$ cat src/rtl/mtf_pkg.sv
// ----------------------------------------------------------------------------
// Move-to-front coder package
// Shared widths, register indexes, controller states and the command and
// status words that pass between the controller and the datapath.
// ----------------------------------------------------------------------------
package mtf_pkg;

  // Default alphabet size and fixed field widths.
  localparam int ALPHABET_SIZE_DEF = 256;
  localparam int SYM_W             = 8;
  localparam int MAP_W             = 256;
  localparam int MAP_WORD_W        = 64;
  localparam int CFG_DATA_W        = 64;
  localparam int CFG_IDX_W         = 3;

  // Configuration register indexes.
  typedef enum logic [CFG_IDX_W-1:0] {
    REG_DIRECTION = 3'd0,
    REG_MAP_0     = 3'd1,
    REG_MAP_1     = 3'd2,
    REG_MAP_2     = 3'd3,
    REG_MAP_3     = 3'd4
  } cfg_reg_t;

  // Coding direction.
  localparam logic DIR_ENCODE = 1'b0;
  localparam logic DIR_DECODE = 1'b1;

  // Controller states.
  typedef enum logic [2:0] {
    ST_LOAD,
    ST_IDLE,
    ST_MATCH,
    ST_REDUCE,
    ST_UPDATE
  } state_t;

  // Commands from the controller to the datapath.
  typedef struct packed {
    logic capture;
    logic load_clear;
    logic load_step;
    logic match;
    logic reduce;
    logic commit;
  } cmd_t;

  // Status from the datapath to the controller.
  typedef struct packed {
    logic load_last;
    logic out_free;
  } status_t;

endpackage

$ cat src/rtl/mtf_ctrl.sv
// ----------------------------------------------------------------------------
// Move-to-front controller
// Sequences list reload, match, reduce and commit for one word at a time.
// ----------------------------------------------------------------------------
module mtf_ctrl (
  input  logic             clk,
  input  logic             rst,
  input  logic             item_valid,
  input  logic             item_start,
  output logic             item_ready,
  input  mtf_pkg::status_t status,
  output mtf_pkg::cmd_t    cmd
);
  import mtf_pkg::*;

  state_t state;
  state_t state_next;
  logic   held;
  logic   held_next;

  // State register; reset starts with a list load from the reset map.
  always_ff @(posedge clk) begin
    if (rst) begin
      state <= ST_LOAD;
      held  <= 1'b0;
    end else begin
      state <= state_next;
      held  <= held_next;
    end
  end

  // Next state and commands.
  always_comb begin
    state_next = state;
    held_next  = held;
    cmd        = '0;
    item_ready = 1'b0;
    unique case (state)
      ST_LOAD: begin
        cmd.load_step = 1'b1;
        if (status.load_last) begin
          state_next = held ? ST_MATCH : ST_IDLE;
        end
      end
      ST_IDLE: begin
        item_ready = 1'b1;
        if (item_valid) begin
          cmd.capture    = 1'b1;
          cmd.load_clear = item_start;
          held_next      = 1'b1;
          state_next     = item_start ? ST_LOAD : ST_MATCH;
        end
      end
      ST_MATCH: begin
        cmd.match  = 1'b1;
        state_next = ST_REDUCE;
      end
      ST_REDUCE: begin
        cmd.reduce = 1'b1;
        state_next = ST_UPDATE;
      end
      ST_UPDATE: begin
        if (status.out_free) begin
          cmd.commit = 1'b1;
          held_next  = 1'b0;
          state_next = ST_IDLE;
        end
      end
      default: state_next = ST_IDLE;
    endcase
  end

endmodule

$ cat config.mk
export PLATFORM = sky130hd
export DESIGN_NAME = mtf_ctrl
export DESIGN_NICKNAME = d
export VERILOG_FILES = /design/src/rtl/mtf_pkg.sv /design/src/rtl/mtf_ctrl.sv
export SDC_FILE = /design/constraint.sdc
export NUM_CORES = 1
export LEC_CHECK = 0
export ABC_AREA = 1
export BUFFER_PORTS_ARGS = -buffer_cell sky130_fd_sc_hd__buf_2
export CAP_MARGIN = 0
export CORE_AREA = 2 2 39 41
export CTS_CLUSTER_DIAMETER = 150
export DETAILED_ROUTE_END_ITERATION = 12
export DIE_AREA = 0 0 41 43
export GPL_TIMING_DRIVEN = 0
export SYNTH_ARGS = -nofsm -noshare
export SYNTH_HDL_FRONTEND = slang
export SYNTH_SLANG_ARGS = --single-unit
$ cat constraint.sdc
create_clock -name clk -period 0.95 [get_ports clk]
set_clock_uncertainty 0.1 [all_clocks]
set_input_delay 0.19 -clock clk [delete_from_list [all_inputs] [get_ports clk]]
set_output_delay 0.19 -clock clk [all_outputs]
set_load 0.02 [all_outputs]
==> flow_summary.toml <==
[final_layout]
post_route_cells_drive_above_1_share_pct = 74.3
area.sequential_sq_um = 91.3
area_growth_syn_to_layout_pct = 146
num-nets-final = 81
stdcell_count = 90
num_antenna_cells = 0
fillCellCount = 126
multi_input_area_sq_um = 259

[synthesis]
post-synth-top-area-fraction_pct = 30.0
async_reset_ff_share_pct = 0
synth.largest_area_cell = "sky130_fd_sc_hd__dfxtp_1"
post_synthesis_cells = 45
synth_cell_type_count = 12
mappedNetlistNets = 51
synthFlopType = "sky130_fd_sc_hd__dfxtp_1"
synth.ff_latch_count = 4
yosysWarningCount = 0
yosys-top-cells-count = "sky130_fd_sc_hd__inv_1, sky130_fd_sc_hd__nand2_1, sky130_fd_sc_hd__nor2_1, sky130_fd_sc_hd__nand3_1"
syn_area_per_cell_sq_um = 5.92
synth-edff-count = 0
synth_area_leaders = "sky130_fd_sc_hd__dfxtp_1, sky130_fd_sc_hd__inv_1, sky130_fd_sc_hd__nand2_1"
synth.yosys.seq_area_share_pct = 30.0
post_synth_instance_area_sq_um = 267

[placed_design]
dp.cells = 73
io_buffers = 12
placement.setup.worst_slack_ps = -236
dp_hpwl_microns = 529
place.gp.congestion = 0.763

[sta]
finalWorstPathRequiredPeriod_ps = 1340
hold_viol = 0
fin_ws_ps = -394
unrepaired_setup_endpoints_after_global_routing = "yes"
period_share_pct = 141
timing.final.setup_violations = 11
max_clock_freq_mhz = 744
worst_slew_margin_rel_pct = 88.6
tightestPinTransition_ps = 171
slew_viol_final = 0

[setup_path]
timing.critical_path.required_ps = 660
crit_path_start = "state[1]"
count_of_cells_along_the_worst_register_to_register_path = 7
rrSetupSlack_ps = -320
worst_setup_path_endpoint = "cmd[3]"
crit_path_end_kind = "output pin"
setup.worst_path.start_class = "register"
critical_path_type = "register to output pin"
timing.rr.end = "state[0]"
worst_ep_arrival_time_ps = 1050
critical_path.reg2reg.startpoint = "state[2]"
cp_max_fo = 4

[global_route]
first_global_vias = 347
grt_start_max_net_pins = 6
global_route_wire_length_before_repair_microns = 1220
groute.usage.overall_pct = 10.5
gr-total-overflow = 0
grt_antenna_before_repair = 0

[clocking]
cts_htree_levels = 1
post_cts_hold_buffer_count = 0
worst_skew_pair_latency_ps = 240
worst_setup_hold_path_clk_slew_ps = 40
cts_made_buffers = 3
cts.sink_count = 4
cts.root.buffer_cell = "sky130_fd_sc_hd__clkbuf_4"
tritoncts = "built"
cts-root-to-sink-buffers = 2

[worst_hold_path]
hold_path_class = "primary input to register"

[job]
timing.max_cap.violations = 0

[drt]
route.detailed.vias_per_inst = 4.18
routed_wire_length_per_instance_microns = 9.72
dr_total_vias = 376
detailedRoute.firstPassIterationCount = 1
drc = 0
drtAntennaViolNets = 0
first_iter_violations = 0
wl_microns = 875

[die]
width_of_the_chip_microns = 41
rows = 14
io_pins = 13
die_area_sq_um = 1760
floorplan.initialDensity_pct = 19.3
floorplan.core_area_sq_um = 1380
chipHeight_microns = 43

[pwr]
leakage_uw = 0.000317
power_density_nw_per_um2 = 1320
power.ir.vdd_worst_mv = 0.687

[status]
run_status = "complete, but fails checks"
failed_checks = "setup timing"
==> area by class of cell <==
cell class,count,area share (%)
well taps,16,3.06
repair buffers,25,31.5
clock buffers,4,4.02
inverters,11,7.84
flip-flops and latches,4,14.0
multi-input cells,30,39.6
==> report_power, final <==
part | internal [uW] | total [uW] | switching [uW]
registers | 185 | 215 | 30.8
logic | 210 | 419 | 208
clock network | 158 | 228 | 69.9
total | 552 | 862 | 309
==> placed cells by master (no fill, tap or decap) <==
cell type                  synthesis  routed
sky130_fd_sc_hd__nor2_2            1       1
sky130_fd_sc_hd__nor2_4            0       3
sky130_fd_sc_hd__nand3_1           5       2
sky130_fd_sc_hd__clkbuf_4          0       3
sky130_fd_sc_hd__buf_6             0       9
sky130_fd_sc_hd__a21oi_1           4       2
sky130_fd_sc_hd__inv_2             2       4
sky130_fd_sc_hd__buf_2             0       6
sky130_fd_sc_hd__nand2_2           0       2
sky130_fd_sc_hd__nor2_1            6       3
sky130_fd_sc_hd__a21oi_2           0       2
sky130_fd_sc_hd__or2_1             1       1
sky130_fd_sc_hd__inv_4             0       2
sky130_fd_sc_hd__dfxtp_4           0       3
sky130_fd_sc_hd__dfxtp_1           4       1
sky130_fd_sc_hd__nand3_4           0       4
sky130_fd_sc_hd__clkbuf_1          0       1
sky130_fd_sc_hd__nand3_2           2       1
sky130_fd_sc_hd__nand4_1           1       1
sky130_fd_sc_hd__buf_4             0      10
sky130_fd_sc_hd__nand2_1           9       4
sky130_fd_sc_hd__clkinv_4          0       1
sky130_fd_sc_hd__nand2_4           0       3
sky130_fd_sc_hd__inv_1             9       4
sky130_fd_sc_hd__nor3_4            0       1
==> sequential cells by signal (all words and copies together), names as in the netlist <==
name / cells
state: 3
held: 1
==> kinds of logic (layout without fill, tap and decap cells) <==
| group | after synthesis | after routing | synth area share [%] |
|---|---|---|---|
| flops | 4 | 4 | 30.0 |
| buf+inv | 11 | 40 | 15.5 |
| simple gates | 26 | 26 | 46.9 |
| compound gates | 4 | 4 | 7.51 |
==> worst min path at each step <==
stage          startpoint  endpoint  slack [ps]  depth (start not counted)
3_3_place_gp          rst  state[2]         290                          2
6_report              rst  state[2]          40                          2
5_1_grt               rst  state[2]          40                          2
2_1_floorplan         rst  state[2]         150                          1
3_5_place_dp          rst  state[2]         290                          2
4_1_cts               rst  state[2]          30                          2
==> worst max-delay path, stage by stage (launching register included) <==
cell and delay [ps]:
sky130_fd_sc_hd__dfxtp_4 360, sky130_fd_sc_hd__buf_6 130, sky130_fd_sc_hd__nor3_4 190, sky130_fd_sc_hd__buf_6 140
==> what timing repair did <==
action                                  4_1_cts  5_1_grt
endpoints found under the setup margin       11       11
cloned                                        0        0
gates resized for setup                      21       12
buffers inserted                              8        6
pin swaps                                     8        7
hold endpoints to repair                      0        0
==> through the flow <==
| step | setup TNS (ps) | power (uW) | util [%] | hold slack (ps) | cell area, sq um |
|---|---|---|---|---|---|
| final | -3510 | 862 | 47.3 | 42.8 | 654 |
| after global routing | -4120 | 919 | 47.3 | 44.9 | 654 |
| after CTS | -3300 | 806 | 41.0 | 29.7 | 567 |
| after detailed placement | -1610 | 460 | 29.9 | 290 | 414 |
| after global placement | -1610 | 458 | 29.9 | 292 | 414 |
| after floorplan | -760 | 398 | - | 149 | 334 |
==> routing by layer <==
layer  GRT usage, %  share of wire [%]  up-vias
met1           9.94                 35      174
li1               -                  -      197
met2           16.9                 61        3
met4           11.3                1.3        0
met3           1.57                1.9        2
met5              0                  0        -
(Power assumes the default switching activity.)
