--- src/rtl/mtf_pkg.sv ---
// ----------------------------------------------------------------------------
// Move-to-front coder package
// Shared widths, register indexes, controller states and the command and
// status words that pass between the controller and the datapath.
// ----------------------------------------------------------------------------
package mtf_pkg;

  // Default alphabet size and fixed field widths.
  localparam int ALPHABET_SIZE_DEF = 256;
  localparam int SYM_W             = 8;
  localparam int MAP_W             = 256;
  localparam int MAP_WORD_W        = 64;
  localparam int CFG_DATA_W        = 64;
  localparam int CFG_IDX_W         = 3;

  // Configuration register indexes.
  typedef enum logic [CFG_IDX_W-1:0] {
    REG_DIRECTION = 3'd0,
    REG_MAP_0     = 3'd1,
    REG_MAP_1     = 3'd2,
    REG_MAP_2     = 3'd3,
    REG_MAP_3     = 3'd4
  } cfg_reg_t;

  // Coding direction.
  localparam logic DIR_ENCODE = 1'b0;
  localparam logic DIR_DECODE = 1'b1;

  // Controller states.
  typedef enum logic [2:0] {
    ST_LOAD,
    ST_IDLE,
    ST_MATCH,
    ST_REDUCE,
    ST_UPDATE
  } state_t;

  // Commands from the controller to the datapath.
  typedef struct packed {
    logic capture;
    logic load_clear;
    logic load_step;
    logic match;
    logic reduce;
    logic commit;
  } cmd_t;

  // Status from the datapath to the controller.
  typedef struct packed {
    logic load_last;
    logic out_free;
  } status_t;

endpackage

--- src/rtl/mtf_cfg_regs.sv ---
// ----------------------------------------------------------------------------
// Move-to-front configuration registers
// Holds the coding direction and the 256-bit symbol presence map.
// ----------------------------------------------------------------------------
module mtf_cfg_regs (
  input  logic                          clk,
  input  logic                          rst,
  input  logic                          cfg_write,
  input  logic [mtf_pkg::CFG_IDX_W-1:0]  cfg_index,
  input  logic [mtf_pkg::CFG_DATA_W-1:0] cfg_data,
  output logic                          direction,
  output logic [mtf_pkg::MAP_W-1:0]      present_map
);
  import mtf_pkg::*;

  logic [MAP_WORD_W-1:0] map_0;
  logic [MAP_WORD_W-1:0] map_1;
  logic [MAP_WORD_W-1:0] map_2;
  logic [MAP_WORD_W-1:0] map_3;

  // Register writes; unknown indexes are ignored.
  always_ff @(posedge clk) begin
    if (rst) begin
      direction <= DIR_ENCODE;
      map_0     <= '1;
      map_1     <= '1;
      map_2     <= '1;
      map_3     <= '1;
    end else if (cfg_write) begin
      unique case (cfg_reg_t'(cfg_index))
        REG_DIRECTION: direction <= cfg_data[0];
        REG_MAP_0:     map_0     <= cfg_data;
        REG_MAP_1:     map_1     <= cfg_data;
        REG_MAP_2:     map_2     <= cfg_data;
        REG_MAP_3:     map_3     <= cfg_data;
        default: ;
      endcase
    end
  end

  assign present_map = {map_3, map_2, map_1, map_0};

endmodule

--- config.mk ---
export PLATFORM = sky130hd
export DESIGN_NAME = mtf_cfg_regs
export DESIGN_NICKNAME = d
export VERILOG_FILES = /design/src/rtl/mtf_pkg.sv /design/src/rtl/mtf_cfg_regs.sv
export SDC_FILE = /design/constraint.sdc
export NUM_CORES = 1
export LEC_CHECK = 0
export BUFFER_PORTS_ARGS = -buffer_cell sky130_fd_sc_hd__buf_2
export CAP_MARGIN = 5
export CORE_UTILIZATION = 45
export DETAILED_ROUTE_END_ITERATION = 6
export PLACE_DENSITY = 0.77
export SYNTH_ARGS = -nofsm -noshare
export SYNTH_HDL_FRONTEND = slang
export SYNTH_SLANG_ARGS = --single-unit
--- constraint.sdc ---
create_clock -name clk -period 1 [get_ports clk]
set_input_delay 0.15 -clock clk [delete_from_list [all_inputs] [get_ports clk]]
set_output_delay 0.15 -clock clk [all_outputs]
set_load 0.1 [all_outputs]
==> impl_metrics.toml, run 1 <==
[status]
status = "complete, but fails checks"
failed_checks = "setup timing"

[die]
die_y_um = 147
num_rows = 52
ios = 327
die_area_mm2 = 0.0217
start_util = 0.465
die_x_um = 147
core_area_mm2 = 0.0204

[yosys]
synthesis.area_mm2 = 0.00949
yosysTopAreaCellShare = 0.542
yosys_warnings = 0
syn_inst = 905
ys_ff_latch = 257
synth_top_cell_by_area = "dfxtp_1"
synth_area_leaders = "dfxtp_1, mux2i_1, nor2_1, buf_12, buf_6"
seq_area_frac_synth = 0.542
syn-num-nets = 975
avgSynthCellArea_um2 = 10.5
ys_types = 13

[route]
vias = 9081
firstDrtPassIters = 5
wire_per_inst_um = 24.4
ant_nets = 0
postRouteWirelength_mm = 40.7
route.detailed.drc = 0
first_iter_violations = 546
via_per_inst = 5.44

[setup_path]
r2r-end = "map_2[3]$_SDFFE_PP1P_"
timing.rr.start = "map_2[3]$_SDFFE_PP1P_"
crit_family = "flip-flops"
reg2reg_depth = 4
startpoint_type = "flip-flop"
cp_num_buf_inv = 1
cp_max_fo = 2
crit_type = "reg -> out"
arrival_ns = 1.10
cp_num_cells = 1
slowest_stage = "dfxtp_4"
cp.required_ns = 0.85
r2r_slack_ns = 0
cp-endpoint = "present_map[28]"
cp-end-kind = "output port"
cpPeakStageDelay_ns = 0.39
crit_start = "map_0[28]$_SDFFE_PP1P_"
crit_path_cell_trace = "buf_12"

[global_routing]
grt_pass1_wl_mm = 56.9
track_usage = 0.343
grt.overflow.total = 0
antenna_found_initial = 2
grt_max_degree = 32
first_global_vias = 9744

[pwr]
ir_drop_uv = 1390
p_leak_uw = 0.00867
power_density_mw_per_mm2 = 1400
power.total_uw = 25100

[timing]
period_minus_slack_ns = 1.25
setup_viol = 260
postLayoutSetupSlackWorst_ns = -0.252
fin_skew_ns = 0
hold_violations = 0
slew_headroom = 0.710
fin_crit_sh = 1.25
rsz0062_at_grt = "yes"
maxSlewViolCount = 0
clock.fmax_ghz = 0.799
tightestPinTransition_ns = 0.433

[run]
maxCapViolCount = 0

[cells_and_area]
final_net_count = 1449
final_cells = 1670
final_common_cell = "nor2_1"
final_cell_mix = "nor2_1, buf_12, mux2i_1"
fill_cells = 801
drive_above_1_share = 0.552
area_growth_pct = 88.6

[clock_network]
clk_pin_slew_ns = 0.07
cts_root_buf = "clkbuf_16"
cts_tree = "done"
cts_buffer_depth = 3
cts_sinks = 257
h-tree-depth = 1
clkLatencyLatePin_ns = 0.51
numCtsBuffers = 27

[min_path]
hold_depth = 3
hp-class = "in -> reg"
hold_start = "rst"

[place]
gp_congestion = 0.797
hpwlAfterDp_mm = 23.3
port_buffers = 326
post-place-cells = 1526
sequential cells by signal, summed over array words and instances (netlist names):
register	count
map_0	64
map_1	64
map_3	64
map_2	64
direction	1
synth_stat cells (all sizes together):
| cell | n |
|---|---|
| clkbuf | 20 |
| nor4b | 1 |
| nand2b | 2 |
| nor2 | 320 |
| buf | 44 |
| dfxtp | 257 |
| nand4b | 1 |
| nand4bb | 2 |
| and4bb | 1 |
| mux2i | 257 |
kinds of logic after synthesis:
group | after synthesis | synth area share
buffers and inverters | 64 | 0.0530
flip-flops | 257 | 0.542
multiplexers | 257 | 0.271
AND/OR/NAND/NOR | 327 | 0.134
worst min-delay path by stage:
stage,end,slack (ns)
global placement,map_3[63]$_SDFFE_PP1P_,0.44
finish,map_2[0]$_SDFFE_PP1P_,0.02
floorplan,direction$_SDFFE_PP0P_,0.30
CTS,map_2[0]$_SDFFE_PP1P_,0.008
detailed placement,direction$_SDFFE_PP0P_,0.45
global route,map_2[0]$_SDFFE_PP1P_,0.01
metal layers:
| layer | vias to the layer above | GRT usage | share of wire |
|---|---|---|---|
| met3 | 183 | 0.0866 | 0.073 |
| met1 | 4453 | 0.345 | 0.33 |
| met2 | 517 | 0.632 | 0.53 |
| li1 | 3928 | - | - |
| met4 | 0 | 0.206 | 0.069 |
| met5 | - | 0 | 0 |
stage by stage:
step	area [µm²]	setup TNS, ns	hold WS (ns)	util	setup WS, ns
CTS	17600	-56.47	0.00816	0.861	-0.239
finish	17900	-54.79	0.0175	0.876	-0.252
detailed placement	16100	-47.57	0.449	0.787	-0.327
global route	17900	-60.14	0.0137	0.876	-0.271
global placement	16100	-33.58	0.441	0.787	-0.221
floorplan	9810	0	0.297	-	0.00291
report_power, final:
part	total [µW]	internal, µW	switching [µW]
clock	10000	5730	4300
combinational	4400	1660	2730
sequential	10700	10400	278
total	25100	17800	7310
repair_timing:
action | in CTS | in global routing
pin swaps | 0 | 1
hold buffers | 43 | 0
endpoints found under the setup margin | 257 | 258
resized for setup | 14 | 42
endpoints found under the hold margin | 153 | 0
buffers inserted | 27 | 24
final cells by class:
class                      instances  area (µm²)  area share
sequential                       257        5590       0.312
antenna                            2        5.00    0.000280
clock inverter                     7        60.1     0.00336
timing repair buffer             509        7210       0.403
clock buffer                      41         798      0.0446
multi-input combinational        584        3900       0.218
tap                              270         338      0.0189
(Power assumes the default switching activity.)
==> inputs of run 2 (changes only) <==
HOLD_SLACK_MARGIN = 0.03   (was default)
==> run 2 against run 1 <==
The flow still finishes with violations (setup timing). Sequential power is essentially flat. Via count down 1.5%. First-iteration DRC count is 32% lower. Core utilization grew 0.31 points. Die area unchanged. Highest routed layer unchanged. Clock skew stayed put. Register-to-register slack gained 0.04 ns. Clock power barely moved. Sequential share of layout area fell by 0.081 points. Power shrank 0.40%. Design area rose by 0.35%. Global-route usage increased by 0.15 points.
==> impl_metrics.toml, run 2 (synthesis gave the netlist of run 1 again) <==
[status]
status = "complete, but fails checks"
failed_checks = "setup timing"

[die]
ios = 327
start_util = 0.465
die_x_um = 147
num_rows = 52
die_y_um = 147
die_area_mm2 = 0.0217
core_area_mm2 = 0.0204

[clock_network]
cts_buffer_depth = 3
clk_pin_slew_ns = 0.07
cts_sinks = 257
cts_tree = "done"
clkLatencyLatePin_ns = 0.52
h-tree-depth = 1
cts_root_buf = "clkbuf_16"
numCtsBuffers = 27

[setup_path]
cp-end-kind = "output port"
cpPeakStageDelay_ns = 0.39
timing.rr.start = "map_0[58]$_SDFFE_PP1P_"
arrival_ns = 1.10
cp_num_buf_inv = 1
cp_max_fo = 2
reg2reg_depth = 4
crit_family = "flip-flops"
crit_type = "reg -> out"
cp.required_ns = 0.85
slowest_stage = "dfxtp_4"
crit_path_cell_trace = "buf_12"
r2r_slack_ns = 0.04
crit_start = "map_0[28]$_SDFFE_PP1P_"
startpoint_type = "flip-flop"
r2r-end = "map_0[58]$_SDFFE_PP1P_"

[cells_and_area]
area_growth_pct = 89.3
final_cell_area_mm2 = 0.0180
final_net_count = 1457
final_common_cell = "nor2_1"
final_cells = 1677
drive_above_1_share = 0.548
fill_cells = 783
final_cell_mix = "nor2_1, buf_12, mux2i_1"

[pwr]
p_leak_uw = 0.00870
comb_power_share = 0.176
ir_drop_uv = 1380
p_sw_frac = 0.288
seqPwrFrac = 0.427
power_density_mw_per_mm2 = 1390
clock_power_share = 0.397
switching_power_uw = 7200
power.internal_uw = 17800

[timing]
hold_ws_ns = 0.0411
postLayoutSetupSlackWorst_ns = -0.250
hold_violations = 0
setup_viol = 261
fin_skew_ns = 0
maxSlewViolCount = 0
tightestPinTransition_ns = 0.474
fin_crit_sh = 1.25
period_minus_slack_ns = 1.25
fin_setup_tns_ns = -54.09
clock.fmax_ghz = 0.800
rsz0062_at_grt = "yes"
slew_headroom = 0.683

[route]
first_iter_violations = 371
firstDrtPassIters = 5
postRouteWirelength_mm = 39.8
route.detailed.drc = 0
vias = 8942
via_per_inst = 5.33
wire_per_inst_um = 23.7
ant_nets = 0

[global_routing]
grt_pass1_wl_mm = 57.2
grt_max_degree = 32
track_usage = 0.344
grt.overflow.total = 0
first_global_vias = 9792
antenna_found_initial = 1

[run]
maxCapViolCount = 0

[place]
pre_cts_slack_ns = -0.327
gp_congestion = 0.797
placed_area_mm2 = 0.0161
hpwlAfterDp_mm = 23.3
port_buffers = 326
post-place-cells = 1526

[min_path]
hp-class = "in -> reg"
hold_depth = 4
hold_start = "cfg_data[55]"
hold_end = "map_1[55]$_SDFFE_PP1P_"
[run 2: power groups by stage]
stage	Combinational, µW	Clock [µW]	Sequential (µW)
2_1_floorplan	776	0	12500
3_3_place_gp	3970	0	11000
3_5_place_dp	4060	0	11000
4_1_cts	4290	9860	10700
5_1_grt	4500	10400	10700
6_report	4410	9930	10700
[run 2: how the worst max path moves through the flow]
stage | endpoint | depth (start not counted)
4_1_cts | present_map[138] | 1
2_1_floorplan | map_0[0]$_SDFFE_PP1P_ | 4
5_1_grt | present_map[28] | 1
3_3_place_gp | map_2[4]$_SDFFE_PP1P_ | 5
3_5_place_dp | map_0[11]$_SDFFE_PP1P_ | 4
6_report | present_map[28] | 1
[run 2: through the flow]
step | util | power, µW
floorplan | - | 13300
global placement | 0.787 | 14900
detailed placement | 0.787 | 15100
CTS | 0.865 | 24900
global route | 0.879 | 25600
finish | 0.879 | 25000
[run 2: what timing repair did]
action                                  CTS  global route
resized for setup                        14            40
buffers inserted                         27            24
endpoints found under the setup margin  257           257
gates cloned                              0             0
endpoints found under the hold margin   180             0
hold buffers                             51             0
[run 2: final cells by class]
| type | count | area [µm²] | share of cell area |
|---|---|---|---|
| clock buffers | 41 | 798 | 0.0444 |
| well taps | 270 | 338 | 0.0188 |
| diodes | 1 | 2.50 | 0.000139 |
| repair buffers | 517 | 7290 | 0.406 |
| multi-input cells | 584 | 3880 | 0.216 |
| flip-flops and latches | 257 | 5590 | 0.311 |
| clock inverters | 7 | 60.1 | 0.00334 |
[run 2: metal layers]
metal  part of all wire  vias to the layer above  global-route usage
met5                  0                        -                   0
met4              0.064                        0               0.223
met3              0.075                      172              0.0907
met2               0.53                      469               0.635
met1               0.33                     4362               0.338
li1                   -                     3939                   -
==> inputs of run 3 (changes only) <==
CELL_PAD_IN_SITES_DETAIL_PLACEMENT = 1   (was default)
CELL_PAD_IN_SITES_GLOBAL_PLACEMENT = 1   (was default)
CORE_UTILIZATION = 34   (was 45)
==> run 3 against run 2 <==
Register-to-register slack about the same. Hold slack improved by 0.013 ns. Combinational power about the same. The run still ends with setup timing left. Clock power about the same.
==> impl_metrics.toml, run 3 (synthesis gave the netlist of run 1 again) <==
[run]
maxCapViolCount = 0

[route]
firstDrtPassIters = 4
wire_per_inst_um = 23.9
route.detailed.drc = 0
ant_nets = 0
postRouteWirelength_mm = 42.5
first_iter_violations = 403
vias = 8728
via_per_inst = 4.91

[setup_path]
crit_family = "flip-flops"
slowest_stage = "dfxtp_2"
startpoint_type = "flip-flop"
arrival_ns = 1.11
cpPeakStageDelay_ns = 0.37
r2r-end = "map_2[31]$_SDFFE_PP1P_"
timing.rr.start = "map_2[31]$_SDFFE_PP1P_"
crit_path_cell_trace = "buf_12"
crit_type = "reg -> out"
cp_num_buf_inv = 1
cp.required_ns = 0.85
r2r_slack_ns = 0.04
reg2reg_depth = 3
cp-end-kind = "output port"
cp_max_fo = 2

[timing]
maxSlewViolCount = 0
slew_headroom = 0.585
tightestPinTransition_ns = 0.614
fin_skew_ns = 0
clock.fmax_ghz = 0.793
period_minus_slack_ns = 1.26
fin_crit_sh = 1.26
postLayoutSetupSlackWorst_ns = -0.261
rsz0062_at_grt = "yes"
fin_setup_tns_ns = -57.26
setup_viol = 260
hold_violations = 0

[pwr]
power.internal_uw = 17800
switching_power_uw = 7330
power_density_mw_per_mm2 = 1390
seqPwrFrac = 0.422
p_leak_uw = 0.00871
ir_drop_uv = 1060
p_sw_frac = 0.291
clock_power_share = 0.402
comb_power_share = 0.175

[min_path]
hp-class = "in -> reg"
hold_end = "map_1[39]$_SDFFE_PP1P_"
hold_start = "cfg_data[39]"
hold_depth = 4

[clock_network]
cts_sinks = 257
h-tree-depth = 1
numCtsBuffers = 29
cts_tree = "done"
cts_root_buf = "clkbuf_16"
clk_pin_slew_ns = 0.07
cts_buffer_depth = 3
clkLatencyLatePin_ns = 0.53

[place]
pre_cts_slack_ns = -0.323
gp_congestion = 0.784
port_buffers = 326
hpwlAfterDp_mm = 26.3

[die]
die_x_um = 169
num_rows = 60
ios = 327
die_area_mm2 = 0.0286
start_util = 0.349
core_area_mm2 = 0.0272
die_y_um = 169

[status]
failed_checks = "setup timing"
status = "complete, but fails checks"

[global_routing]
grt.overflow.total = 0
antenna_found_initial = 0
first_global_vias = 9955
track_usage = 0.279
grt_max_degree = 37
grt_pass1_wl_mm = 60.3

[cells_and_area]
final_cell_mix = "nor2_1, buf_12, mux2i_1"
area_growth_pct = 91.3
drive_above_1_share = 0.542
antenna_cells = 0
final_net_count = 1458
final_common_cell = "nor2_1"
fill_cells = 2607
==> run 3: what timing repair did <==
item | CTS | global route
buffers inserted | 31 | 21
hold endpoints to repair | 168 | 0
endpoints found under the setup margin | 257 | 257
gates resized for setup | 33 | 40
hold buffers | 56 | 0
==> run 3: worst max-delay path by stage <==
| stage | start | endpoint | slack (ns) | cells past startpoint |
|---|---|---|---|---|
| detailed placement | cfg_index[2] | map_0[22]$_SDFFE_PP1P_ | -0.32 | 4 |
| global placement | cfg_index[0] | direction$_SDFFE_PP0P_ | -0.27 | 4 |
| CTS | map_3[2]$_SDFFE_PP1P_ | present_map[194] | -0.26 | 1 |
| floorplan | cfg_index[2] | map_0[0]$_SDFFE_PP1P_ | 0.003 | 4 |
| global route | map_0[5]$_SDFFE_PP1P_ | present_map[5] | -0.28 | 1 |
| finish | map_1[61]$_SDFFE_PP1P_ | present_map[125] | -0.26 | 1 |
==> run 3: layer usage <==
layer | part of all wire | track usage | vias up | wire length, µm
li1 | - | - | 3945 | -
met1 | 0.34 | 0.262 | 4323 | 14300
met2 | 0.55 | 0.550 | 336 | 23300
met3 | 0.061 | 0.0697 | 124 | 2590
met4 | 0.055 | 0.143 | 0 | 2320
met5 | 0 | 0 | - | 0
==> run 3: power groups by stage <==
stage | clock (µW) | sequential (µW) | combinational [µW]
after global routing | 10700 | 10700 | 4520
after global placement | 0 | 11000 | 3980
final | 10100 | 10600 | 4410
after floorplan | 0 | 12500 | 776
after CTS | 10200 | 10700 | 4320
after detailed placement | 0 | 11000 | 4070
==> run 3: layout make-up <==
class | count | area [µm²] | share of cell area
Multi-Input combinational cell | 584 | 3870 | 0.213
Tap cell | 372 | 465 | 0.0256
Timing Repair Buffer | 516 | 7280 | 0.401
Clock inverter | 6 | 32.5 | 0.00179
Clock buffer | 44 | 852 | 0.0469
Sequential cell | 257 | 5650 | 0.311
==> run 3: through the flow <==
stage	hold WS, ns	std cells	area [µm²]	utilization	total power, µW
6_report	0.0543	1779	18200	0.668	25200
5_1_grt	0.0493	1779	18200	0.668	25900
4_1_cts	0.0309	1758	17900	0.659	25200
3_5_place_dp	0.454	1621	16100	0.594	15100
3_3_place_gp	0.425	1621	16100	0.594	15000
2_1_floorplan	0.297	905	9810	-	13300
==> run 3: worst min-delay path, delay by kind of cell <==
family / cells / cell delay (ns)
buffers and inverters: 2 / 0.23
muxes: 1 / 0.12
and+or+nand+nor: 1 / 0.04
